==> config.mk <==
export PLATFORM = sky130hd
export DESIGN_NAME = sha1_byte_stream_hasher_unit
export DESIGN_NICKNAME = d
export VERILOG_FILES = /design/src/design/sha1bsh_pkg.sv /design/src/design/sha1_byte_stream_hasher_unit.sv /design/src/design/sha1bsh_ctrl.sv /design/src/design/sha1bsh_dp.sv
export SDC_FILE = /design/constraint.sdc
export NUM_CORES = 2
export LEC_CHECK = 0
export BUFFER_PORTS_ARGS = -buffer_cell sky130_fd_sc_hd__buf_2
export CAP_MARGIN = 20
export CORE_UTILIZATION = 35
export DETAILED_ROUTE_END_ITERATION = 10
export PLACE_DENSITY = 0.56
export SLEW_MARGIN = 20
export SYNTH_ARGS = -nofsm -noshare
export SYNTH_HDL_FRONTEND = slang
export SYNTH_SLANG_ARGS = --single-unit
==> constraint.sdc <==
create_clock -name clk -period 15.8 [get_ports clk]
set_clock_uncertainty 0.05 [all_clocks]
set_input_delay 0.79 -clock clk [delete_from_list [all_inputs] [get_ports clk]]
set_output_delay 0.79 -clock clk [all_outputs]
set_load 0.01 [all_outputs]
==> src/design/sha1bsh_pkg.sv <==
// sha1bsh_pkg: shared types and constants of the SHA-1 byte stream hasher.
// Used by sha1bsh_ctrl, sha1bsh_dp and the top level; no dependencies.
`timescale 1ns / 1ps
package sha1bsh_pkg;

  localparam int unsigned WordW      = 32;
  localparam int unsigned DigestW    = 5 * WordW;
  localparam int unsigned BlockW     = 512;
  localparam int unsigned LenW       = 61;
  localparam int unsigned CfgW       = 5;
  localparam int unsigned DigestLen  = 20;
  localparam logic [CfgW-1:0] DigestBytesReset = 5'd20;
  localparam logic [6:0] RoundLast   = 7'd79;
  localparam logic [7:0] PadMark     = 8'h80;

  localparam logic [WordW-1:0] Iv0 = 32'h67452301;
  localparam logic [WordW-1:0] Iv1 = 32'hEFCDAB89;
  localparam logic [WordW-1:0] Iv2 = 32'h98BADCFE;
  localparam logic [WordW-1:0] Iv3 = 32'h10325476;
  localparam logic [WordW-1:0] Iv4 = 32'hC3D2E1F0;

  localparam logic [WordW-1:0] K0 = 32'h5A827999;
  localparam logic [WordW-1:0] K1 = 32'h6ED9EBA1;
  localparam logic [WordW-1:0] K2 = 32'h8F1BBCDC;
  localparam logic [WordW-1:0] K3 = 32'hCA62C1D6;

  typedef enum logic [4:0] {
    S_IDLE  = 5'b00001,
    S_PAD   = 5'b00010,
    S_ROUND = 5'b00100,
    S_ADD   = 5'b01000,
    S_DONE  = 5'b10000
  } state_t;

  typedef enum logic [1:0] {
    SEL_IN   = 2'd0,
    SEL_MARK = 2'd1,
    SEL_ZERO = 2'd2,
    SEL_LEN  = 2'd3
  } byte_sel_t;

  // commands from controller to datapath
  typedef struct packed {
    logic      shift_en;   // shift one byte into the block window
    byte_sel_t byte_sel;
    logic [2:0] len_idx;   // which length byte, 0 = most significant
    logic      len_inc;
    logic      load_work;  // a..e <= chaining words
    logic      round_en;
    logic [1:0] round_grp; // 20-round group
    logic      add_en;     // fold a..e into chaining words
    logic      out_load;   // capture digest, restart message
  } cmd_t;

endpackage

==> src/design/sha1_byte_stream_hasher_unit.sv <==
// sha1_byte_stream_hasher_unit: SHA-1 over a byte stream, digest per message.
// Top level; instantiates sha1bsh_ctrl and sha1bsh_dp, uses sha1bsh_pkg.
//
//   channel  dir  bits        transfer carries
//   s_*      in   8 + 1 + 1   message byte, byte flag (tuser), end of message (tlast)
//   m_*      out  160         digest words 0..4, word 0 lowest
//   cfg_*    in   5           digest_bytes, written whenever cfg_we is high
//
// Bytes are taken one per cycle while s_tready is high. Each 64th byte
// starts a compression on the single round unit (rounds, then an add
// step), no input taken. The closing transfer adds pad bytes, one per
// cycle, to the block's end (up to two blocks), a compression per padded block
// and a hand-off. The digest register lets new bytes in while m_tvalid waits;
// a second digest stalls only until the first one is taken. Reset is synchronous.
`timescale 1ns / 1ps
module sha1_byte_stream_hasher_unit (
  input  logic                                clk,
  input  logic                                rst,
  input  logic                                s_tvalid,
  output logic                                s_tready,
  input  logic [7:0]                          s_tdata,  // [7:0] message_byte
  input  logic                                s_tuser,  // [0] byte_valid
  input  logic                                s_tlast,  // is_last
  output logic                                m_tvalid,
  input  logic                                m_tready,
  // [31:0] digest_word0, [63:32] word1, [95:64] word2,
  // [127:96] word3, [159:128] digest_word4
  output logic [sha1bsh_pkg::DigestW-1:0]     m_tdata,
  input  logic                                cfg_we,
  input  logic [sha1bsh_pkg::CfgW-1:0]        cfg_data  // digest_bytes
);

  sha1bsh_pkg::cmd_t cmd;

  sha1bsh_ctrl u_ctrl (
    .clk        (clk),
    .rst        (rst),
    .in_valid   (s_tvalid),
    .in_ready   (s_tready),
    .byte_valid (s_tuser),
    .is_last    (s_tlast),
    .out_valid  (m_tvalid),
    .out_ready  (m_tready),
    .cmd        (cmd)
  );

  sha1bsh_dp u_dp (
    .clk          (clk),
    .rst          (rst),
    .cmd          (cmd),
    .message_byte (s_tdata),
    .cfg_we       (cfg_we),
    .cfg_data     (cfg_data),
    .digest       (m_tdata)
  );

endmodule

==> src/design/sha1bsh_ctrl.sv <==
// sha1bsh_ctrl: sequencer for byte intake, padding, rounds and digest hand-off.
// Depends on sha1bsh_pkg; drives sha1bsh_dp through a cmd_t bundle.
`timescale 1ns / 1ps
module sha1bsh_ctrl (
  input  logic              clk,
  input  logic              rst,
  input  logic              in_valid,
  output logic              in_ready,
  input  logic              byte_valid,
  input  logic              is_last,
  output logic              out_valid,
  input  logic              out_ready,
  output sha1bsh_pkg::cmd_t cmd
);

  sha1bsh_pkg::state_t state, state_next;
  logic [5:0] fill, fill_next;
  logic [6:0] rcnt, rcnt_next;
  logic       finishing, finishing_next;
  logic       mark, mark_next;
  logic       len_ok, len_ok_next;
  logic       final_blk, final_blk_next;
  logic       out_valid_next;
  logic       accept;

  assign in_ready = (state == sha1bsh_pkg::S_IDLE);
  assign accept   = in_valid && in_ready;

  always_comb begin
    state_next     = state;
    fill_next      = fill;
    rcnt_next      = rcnt;
    finishing_next = finishing;
    mark_next      = mark;
    len_ok_next    = len_ok;
    final_blk_next = final_blk;
    out_valid_next = out_valid && !out_ready;
    cmd            = '0;
    cmd.byte_sel   = sha1bsh_pkg::SEL_IN;
    cmd.len_idx    = fill[2:0];
    if (rcnt < 7'd20) begin
      cmd.round_grp = 2'd0;
    end else if (rcnt < 7'd40) begin
      cmd.round_grp = 2'd1;
    end else if (rcnt < 7'd60) begin
      cmd.round_grp = 2'd2;
    end else begin
      cmd.round_grp = 2'd3;
    end

    case (state)
      sha1bsh_pkg::S_IDLE: begin
        if (accept) begin
          finishing_next = is_last;
          mark_next      = is_last;
          if (byte_valid) begin
            cmd.shift_en = 1'b1;
            cmd.len_inc  = 1'b1;
            fill_next    = fill + 6'd1;
          end
          if (byte_valid && fill == 6'd63) begin
            cmd.load_work  = 1'b1;
            final_blk_next = 1'b0;
            state_next     = sha1bsh_pkg::S_ROUND;
          end else if (is_last) begin
            state_next = sha1bsh_pkg::S_PAD;
          end
        end
      end
      sha1bsh_pkg::S_PAD: begin
        cmd.shift_en = 1'b1;
        fill_next    = fill + 6'd1;
        if (mark) begin
          cmd.byte_sel = sha1bsh_pkg::SEL_MARK;
          mark_next    = 1'b0;
          len_ok_next  = (fill <= 6'd55);
        end else if (len_ok && fill >= 6'd56) begin
          cmd.byte_sel = sha1bsh_pkg::SEL_LEN;
        end else begin
          cmd.byte_sel = sha1bsh_pkg::SEL_ZERO;
        end
        if (fill == 6'd63) begin
          cmd.load_work  = 1'b1;
          final_blk_next = !mark && len_ok;
          state_next     = sha1bsh_pkg::S_ROUND;
        end
      end
      sha1bsh_pkg::S_ROUND: begin
        cmd.round_en = 1'b1;
        if (rcnt == sha1bsh_pkg::RoundLast) begin
          rcnt_next  = '0;
          state_next = sha1bsh_pkg::S_ADD;
        end else begin
          rcnt_next = rcnt + 7'd1;
        end
      end
      sha1bsh_pkg::S_ADD: begin
        cmd.add_en = 1'b1;
        if (final_blk) begin
          state_next = sha1bsh_pkg::S_DONE;
        end else if (finishing) begin
          // block filled before the length fit: next block takes it
          len_ok_next = 1'b1;
          state_next  = sha1bsh_pkg::S_PAD;
        end else begin
          state_next = sha1bsh_pkg::S_IDLE;
        end
      end
      sha1bsh_pkg::S_DONE: begin
        if (!out_valid || out_ready) begin
          cmd.out_load   = 1'b1;
          out_valid_next = 1'b1;
          finishing_next = 1'b0;
          final_blk_next = 1'b0;
          fill_next      = '0;
          state_next     = sha1bsh_pkg::S_IDLE;
        end
      end
      default: begin
        state_next = sha1bsh_pkg::S_IDLE;
      end
    endcase
  end

  always_ff @(posedge clk) begin
    if (rst) begin
      state     <= sha1bsh_pkg::S_IDLE;
      fill      <= '0;
      rcnt      <= '0;
      finishing <= 1'b0;
      mark      <= 1'b0;
      len_ok    <= 1'b0;
      final_blk <= 1'b0;
      out_valid <= 1'b0;
    end else begin
      state     <= state_next;
      fill      <= fill_next;
      rcnt      <= rcnt_next;
      finishing <= finishing_next;
      mark      <= mark_next;
      len_ok    <= len_ok_next;
      final_blk <= final_blk_next;
      out_valid <= out_valid_next;
    end
  end

endmodule

==> src/design/sha1bsh_dp.sv <==
// sha1bsh_dp: block window, message schedule, round unit, chaining words,
// byte count and digest output register. Depends on sha1bsh_pkg.
`timescale 1ns / 1ps
module sha1bsh_dp (
  input  logic                                 clk,
  input  logic                                 rst,
  input  sha1bsh_pkg::cmd_t                    cmd,
  input  logic [7:0]                           message_byte,
  input  logic                                 cfg_we,
  input  logic [sha1bsh_pkg::CfgW-1:0]         cfg_data,
  output logic [sha1bsh_pkg::DigestW-1:0]      digest
);

  localparam int unsigned W = sha1bsh_pkg::WordW;

  // 64-byte window; oldest byte / schedule word sits in the top bits
  logic [sha1bsh_pkg::BlockW-1:0] win;
  logic [W-1:0] cv0, cv1, cv2, cv3, cv4;
  logic [W-1:0] a, b, c, d, e;
  logic [sha1bsh_pkg::LenW-1:0] len;
  logic [sha1bsh_pkg::CfgW-1:0] digest_bytes;

  logic [63:0]  len_bits;
  logic [2:0]   len_rev;
  logic [7:0]   pad_len_byte;
  logic [7:0]   shift_byte;
  logic [W-1:0] w0, w2, w8, w13, wx, wnew;
  logic [W-1:0] f, k, temp;
  logic [sha1bsh_pkg::CfgW-1:0] keep;
  logic [sha1bsh_pkg::DigestW-1:0] cv_flat, masked;

  assign len_bits     = {len, 3'b000};
  assign len_rev      = 3'd7 - cmd.len_idx;
  assign pad_len_byte = len_bits[{len_rev, 3'b000} +: 8];

  always_comb begin
    case (cmd.byte_sel)
      sha1bsh_pkg::SEL_IN:   shift_byte = message_byte;
      sha1bsh_pkg::SEL_MARK: shift_byte = sha1bsh_pkg::PadMark;
      sha1bsh_pkg::SEL_LEN:  shift_byte = pad_len_byte;
      default:               shift_byte = '0;
    endcase
  end

  // W[t] at the top; W[t+16] = rotl1(W[t+13] ^ W[t+8] ^ W[t+2] ^ W[t])
  assign w0   = win[511:480];
  assign w2   = win[447:416];
  assign w8   = win[255:224];
  assign w13  = win[95:64];
  assign wx   = w13 ^ w8 ^ w2 ^ w0;
  assign wnew = {wx[W-2:0], wx[W-1]};

  always_comb begin
    case (cmd.round_grp)
      2'd0: begin
        f = (b & c) | (~b & d);
        k = sha1bsh_pkg::K0;
      end
      2'd1: begin
        f = b ^ c ^ d;
        k = sha1bsh_pkg::K1;
      end
      2'd2: begin
        f = (b & c) | (b & d) | (c & d);
        k = sha1bsh_pkg::K2;
      end
      default: begin
        f = b ^ c ^ d;
        k = sha1bsh_pkg::K3;
      end
    endcase
  end

  assign temp = {a[W-6:0], a[W-1:W-5]} + f + e + k + w0;

  assign keep    = (digest_bytes > 5'(sha1bsh_pkg::DigestLen)) ?
                   5'(sha1bsh_pkg::DigestLen) : digest_bytes;
  assign cv_flat = {cv4, cv3, cv2, cv1, cv0};

  always_comb begin
    masked = '0;
    for (int j = 0; j < sha1bsh_pkg::DigestLen; j++) begin
      if (5'(j) < keep) begin
        masked[(j / 4) * W + (3 - (j % 4)) * 8 +: 8] =
          cv_flat[(j / 4) * W + (3 - (j % 4)) * 8 +: 8];
      end
    end
  end

  always_ff @(posedge clk) begin
    if (cmd.shift_en) begin
      win <= {win[sha1bsh_pkg::BlockW-9:0], shift_byte};
    end else if (cmd.round_en) begin
      win <= {win[sha1bsh_pkg::BlockW-W-1:0], wnew};
    end
    if (cmd.load_work) begin
      a <= cv0;
      b <= cv1;
      c <= cv2;
      d <= cv3;
      e <= cv4;
    end else if (cmd.round_en) begin
      a <= temp;
      b <= a;
      c <= {b[1:0], b[W-1:2]};
      d <= c;
      e <= d;
    end
    if (cmd.out_load) begin
      digest <= masked;
    end
  end

  always_ff @(posedge clk) begin
    if (rst) begin
      cv0          <= sha1bsh_pkg::Iv0;
      cv1          <= sha1bsh_pkg::Iv1;
      cv2          <= sha1bsh_pkg::Iv2;
      cv3          <= sha1bsh_pkg::Iv3;
      cv4          <= sha1bsh_pkg::Iv4;
      len          <= '0;
      digest_bytes <= sha1bsh_pkg::DigestBytesReset;
    end else begin
      if (cfg_we) begin
        digest_bytes <= cfg_data;
      end
      if (cmd.out_load) begin
        cv0 <= sha1bsh_pkg::Iv0;
        cv1 <= sha1bsh_pkg::Iv1;
        cv2 <= sha1bsh_pkg::Iv2;
        cv3 <= sha1bsh_pkg::Iv3;
        cv4 <= sha1bsh_pkg::Iv4;
        len <= '0;
      end else begin
        if (cmd.add_en) begin
          cv0 <= cv0 + a;
          cv1 <= cv1 + b;
          cv2 <= cv2 + c;
          cv3 <= cv3 + d;
          cv4 <= cv4 + e;
        end
        if (cmd.len_inc) begin
          len <= len + 61'd1;
        end
      end
    end
  end

endmodule
==> metrics <==
status=finished clean; Max Fclk=137 MHz; Tcrit/Tclk final=0.464; total number of vias=42371; post-DR vias/cell=5.06; CTS Root Cell=clkbuf_16; Buffers & Inverters on Critical Path=5; pin count of the biggest net entering global routing=225; Required @ worst endpoint=16.23 ns; # H-tree levels=3; leading post-synthesis cells by cell area=edfxtp_1, nand2_1, dfxtp_1; Max-Cap Viols=0; Final setup viols=0; Top delay family on crit path=compound AO/OA/AOI/OAI gates; core area=165000 sq um; PwrDens=111 nW/um^2; Ports=182; wire per inst=19.3 um; Hold Fails Final Rpt=0; Layout Area Growth over Synthesis=12.1%; nets=6427; hold_ws=0.187 ns; Rows=149; Top cell by count, worst path=o21ai_0; DIE AREA=167000 sq um; Port Buf Inserts=181; top-area cell type share of the netlist area=0.431; Critical Path Sink Type=register; post-route ant nets=0; Initial Util=0.352; yosys warns=0; Setup CP Type=reg -> reg; Mapped Avg Cell Area=9.67 sq um; Worst-Skew Late Latency=0.78 ns; sw frac=0.268; share of layout cells above drive strength 1=0.0822; Post-synth EDFFs=832; clk slew on worst S/H paths=0.06 ns; synthesis-stage register bit count=1081; total CTS buffers=116; Internal=5300 uW; setup_tns=0 ns; synthesized net count=6342; Slew Viols, Final=0; vias in the first global route=40740; most numerous cell in the Yosys netlist=nand2_1; Post-Synthesis Cells=5997; final RePlAce weighted congestion=0.964; sequential share of the synthesized area=0.517; Detailed Route Iter0 Violations=3792; Antenna Cells=0; Tot Pwr=7230 uW; crit path launch type=register; total gr overflow=0; leading area contributor after synthesis=edfxtp_1; Tot GR Track Use=0.190; initial antenna violation count=1; drc violations=0; die height=409 um; CTS sink cnt=1081; Die X=409 um; most common flop cell mapped by yosys=edfxtp_1; FFs w/ async S/R, synth=0; Routed Wire Length=162 mm; Critical Path AT=7.76 ns; Crit-path slowest cell=nor2b_1; CTS tree=yes; Min-Delay Path Class=in -> reg; # Post-CTS Setup Buffers=0; Final HPWL DP=116 mm; leakage=0.0264 uW; TritonRoute pass-1 iters=6; Synth top cells by count=nand2_1, edfxtp_1, a21oi_1, dfxtp_1, clkbuf_1; switching pwr=1930 uW; min Tclk post-route=7.32 ns; RSZ-0062 raised after global routing=false; Critical Path Fanout Max=32; Max stage delay on crit path=0.69 ns; mapped cell area=58000 sq um; Hold-fix buffers, CTS=0; sequential share of power=0.488; Least-Margin Pin Slew=1.11 ns; clock share of power=0.389; CTS resizes=0; CTS max path bufs=3; global-route wire length before repair=247 mm; slew margin rel.=0.258; Distinct cells, synth=94; Max VDD drop=96.8 uV; combinational power share=0.123
-- layout by cell type (no fill, tap or decap), types with 13 or more instances in the layout --
cell type	netlist	layout
fa_1	125	125
mux4_2	13	13
clkbuf_16	0	116
xor2_1	109	109
nor3_1	42	42
nor2_1	224	220
nand4_1	34	34
xnor2_1	190	190
bufinv_16	0	13
nand3_1	70	69
clkbuf_1	235	25
nand2b_1	37	37
and3_1	22	21
nor2b_1	103	102
nor3b_1	16	16
or3_1	24	24
a22oi_1	21	21
a221o_1	14	13
dfxtp_1	249	249
a211oi_1	28	28
a21o_1	101	101
clkinv_1	0	22
mux2i_1	23	23
a21oi_1	270	269
o21ai_0	231	231
nand2_1	2101	2097
buf_4	0	36
o211ai_1	43	43
ha_1	200	200
o21bai_1	23	23
edfxtp_1	832	832
and2_1	98	97
buf_2	4	181
inv_1	230	230
mux2_2	33	33
clkinv_2	0	18
o21a_1	24	24
a31oi_1	23	23
-- power by group through the flow --
stage | logic [uW] | clock network, uW | registers (uW)
3_3_place_gp | 889 | 0 | 3590
3_5_place_dp | 900 | 0 | 3590
2_1_floorplan | 668 | 0 | 3650
6_report | 889 | 2810 | 3530
4_1_cts | 907 | 2880 | 3530
5_1_grt | 1020 | 2970 | 3550
-- worst reg2reg max path: cells and delay by family (launching register included) --
kind,cells,cell delay [ns]
adders and majority gates,6,2.32
DFF,1,0.37
buffers and inverters,5,0.75
xor gates and xnor gates,1,0.15
and+or+nand+nor,2,0.82
AOI/OAI and AO/OA,11,2.59
-- per-stage QoR --
step,setup WS [ns],area (sq um),util,cells
5_1_grt,8.03,65000,0.394,8372
2_1_floorplan,1.81,58000,-,5997
3_3_place_gp,8.71,61100,0.371,8152
4_1_cts,8.48,65000,0.394,8371
3_5_place_dp,8.55,61100,0.371,8152
6_report,8.48,65000,0.394,8372
-- final timing paths --
check	start	endpoint	slack, ns	cells past startpoint
setup / recovery	u_ctrl.rcnt[3]	u_dp.a[29]	8.48	25
hold / removal	cfg_data[2]	u_dp.digest_bytes[2]	0.19	2
setup reg to reg	u_ctrl.rcnt[3]	u_dp.a[29]	8.48	25
hold reg to reg	u_ctrl.fill[5]	u_ctrl.fill[5]	0.44	2
-- final cells by class --
class,instances,area (sq um)
fillers,16430,99800
flip-flops and latches,1081,30000
multi-input cells,4429,26200
clock buffers,148,3090
well taps,2189,2740
repair buffers,224,1320
inverters,230,863
clock inverters,71,792
-- per-layer routing --
layer  wire length, um  GRT usage
met1             73100      0.262
met2             74900      0.306
met3              7920     0.0237
met4              5810     0.0710
met5                 0          0
-- registers in the layout (all words and copies together) (netlist names) --
| signal | flops |
|---|---|
| u_ctrl.final_blk | 1 |
| u_dp.len | 61 |
| u_ctrl.rcnt | 7 |
| u_ctrl.state | 5 |
| u_ctrl.out_valid | 1 |
| u_dp.d | 32 |
| u_dp.digest | 160 |
| u_dp.cv2 | 32 |
| u_dp.c | 32 |
| u_dp.e | 32 |
| u_dp.cv3 | 32 |
| u_dp.digest_bytes | 5 |
| u_ctrl.len_ok | 1 |
| u_dp.win | 512 |
| u_ctrl.mark | 1 |
| u_ctrl.fill | 6 |
| u_ctrl.finishing | 1 |
| u_dp.cv0 | 32 |
| u_dp.b | 32 |
| u_dp.cv4 | 32 |
| u_dp.cv1 | 32 |
| u_dp.a | 32 |
-- logic make-up (layout without fill, tap and decap cells) --
logic type      after synthesis  count (layout)  share of synthesized area
compound gates              891             891                     0.0958
xor+xnor                    299             299                     0.0452
fa+ha+maj                   325             325                     0.0863
buf+inv                     487             673                     0.0327
flops                      1081            1081                      0.517
mux                          69              69                     0.0154
simple gates               2845            2845                      0.208
Note: power is estimated with default switching activity, not from simulation.
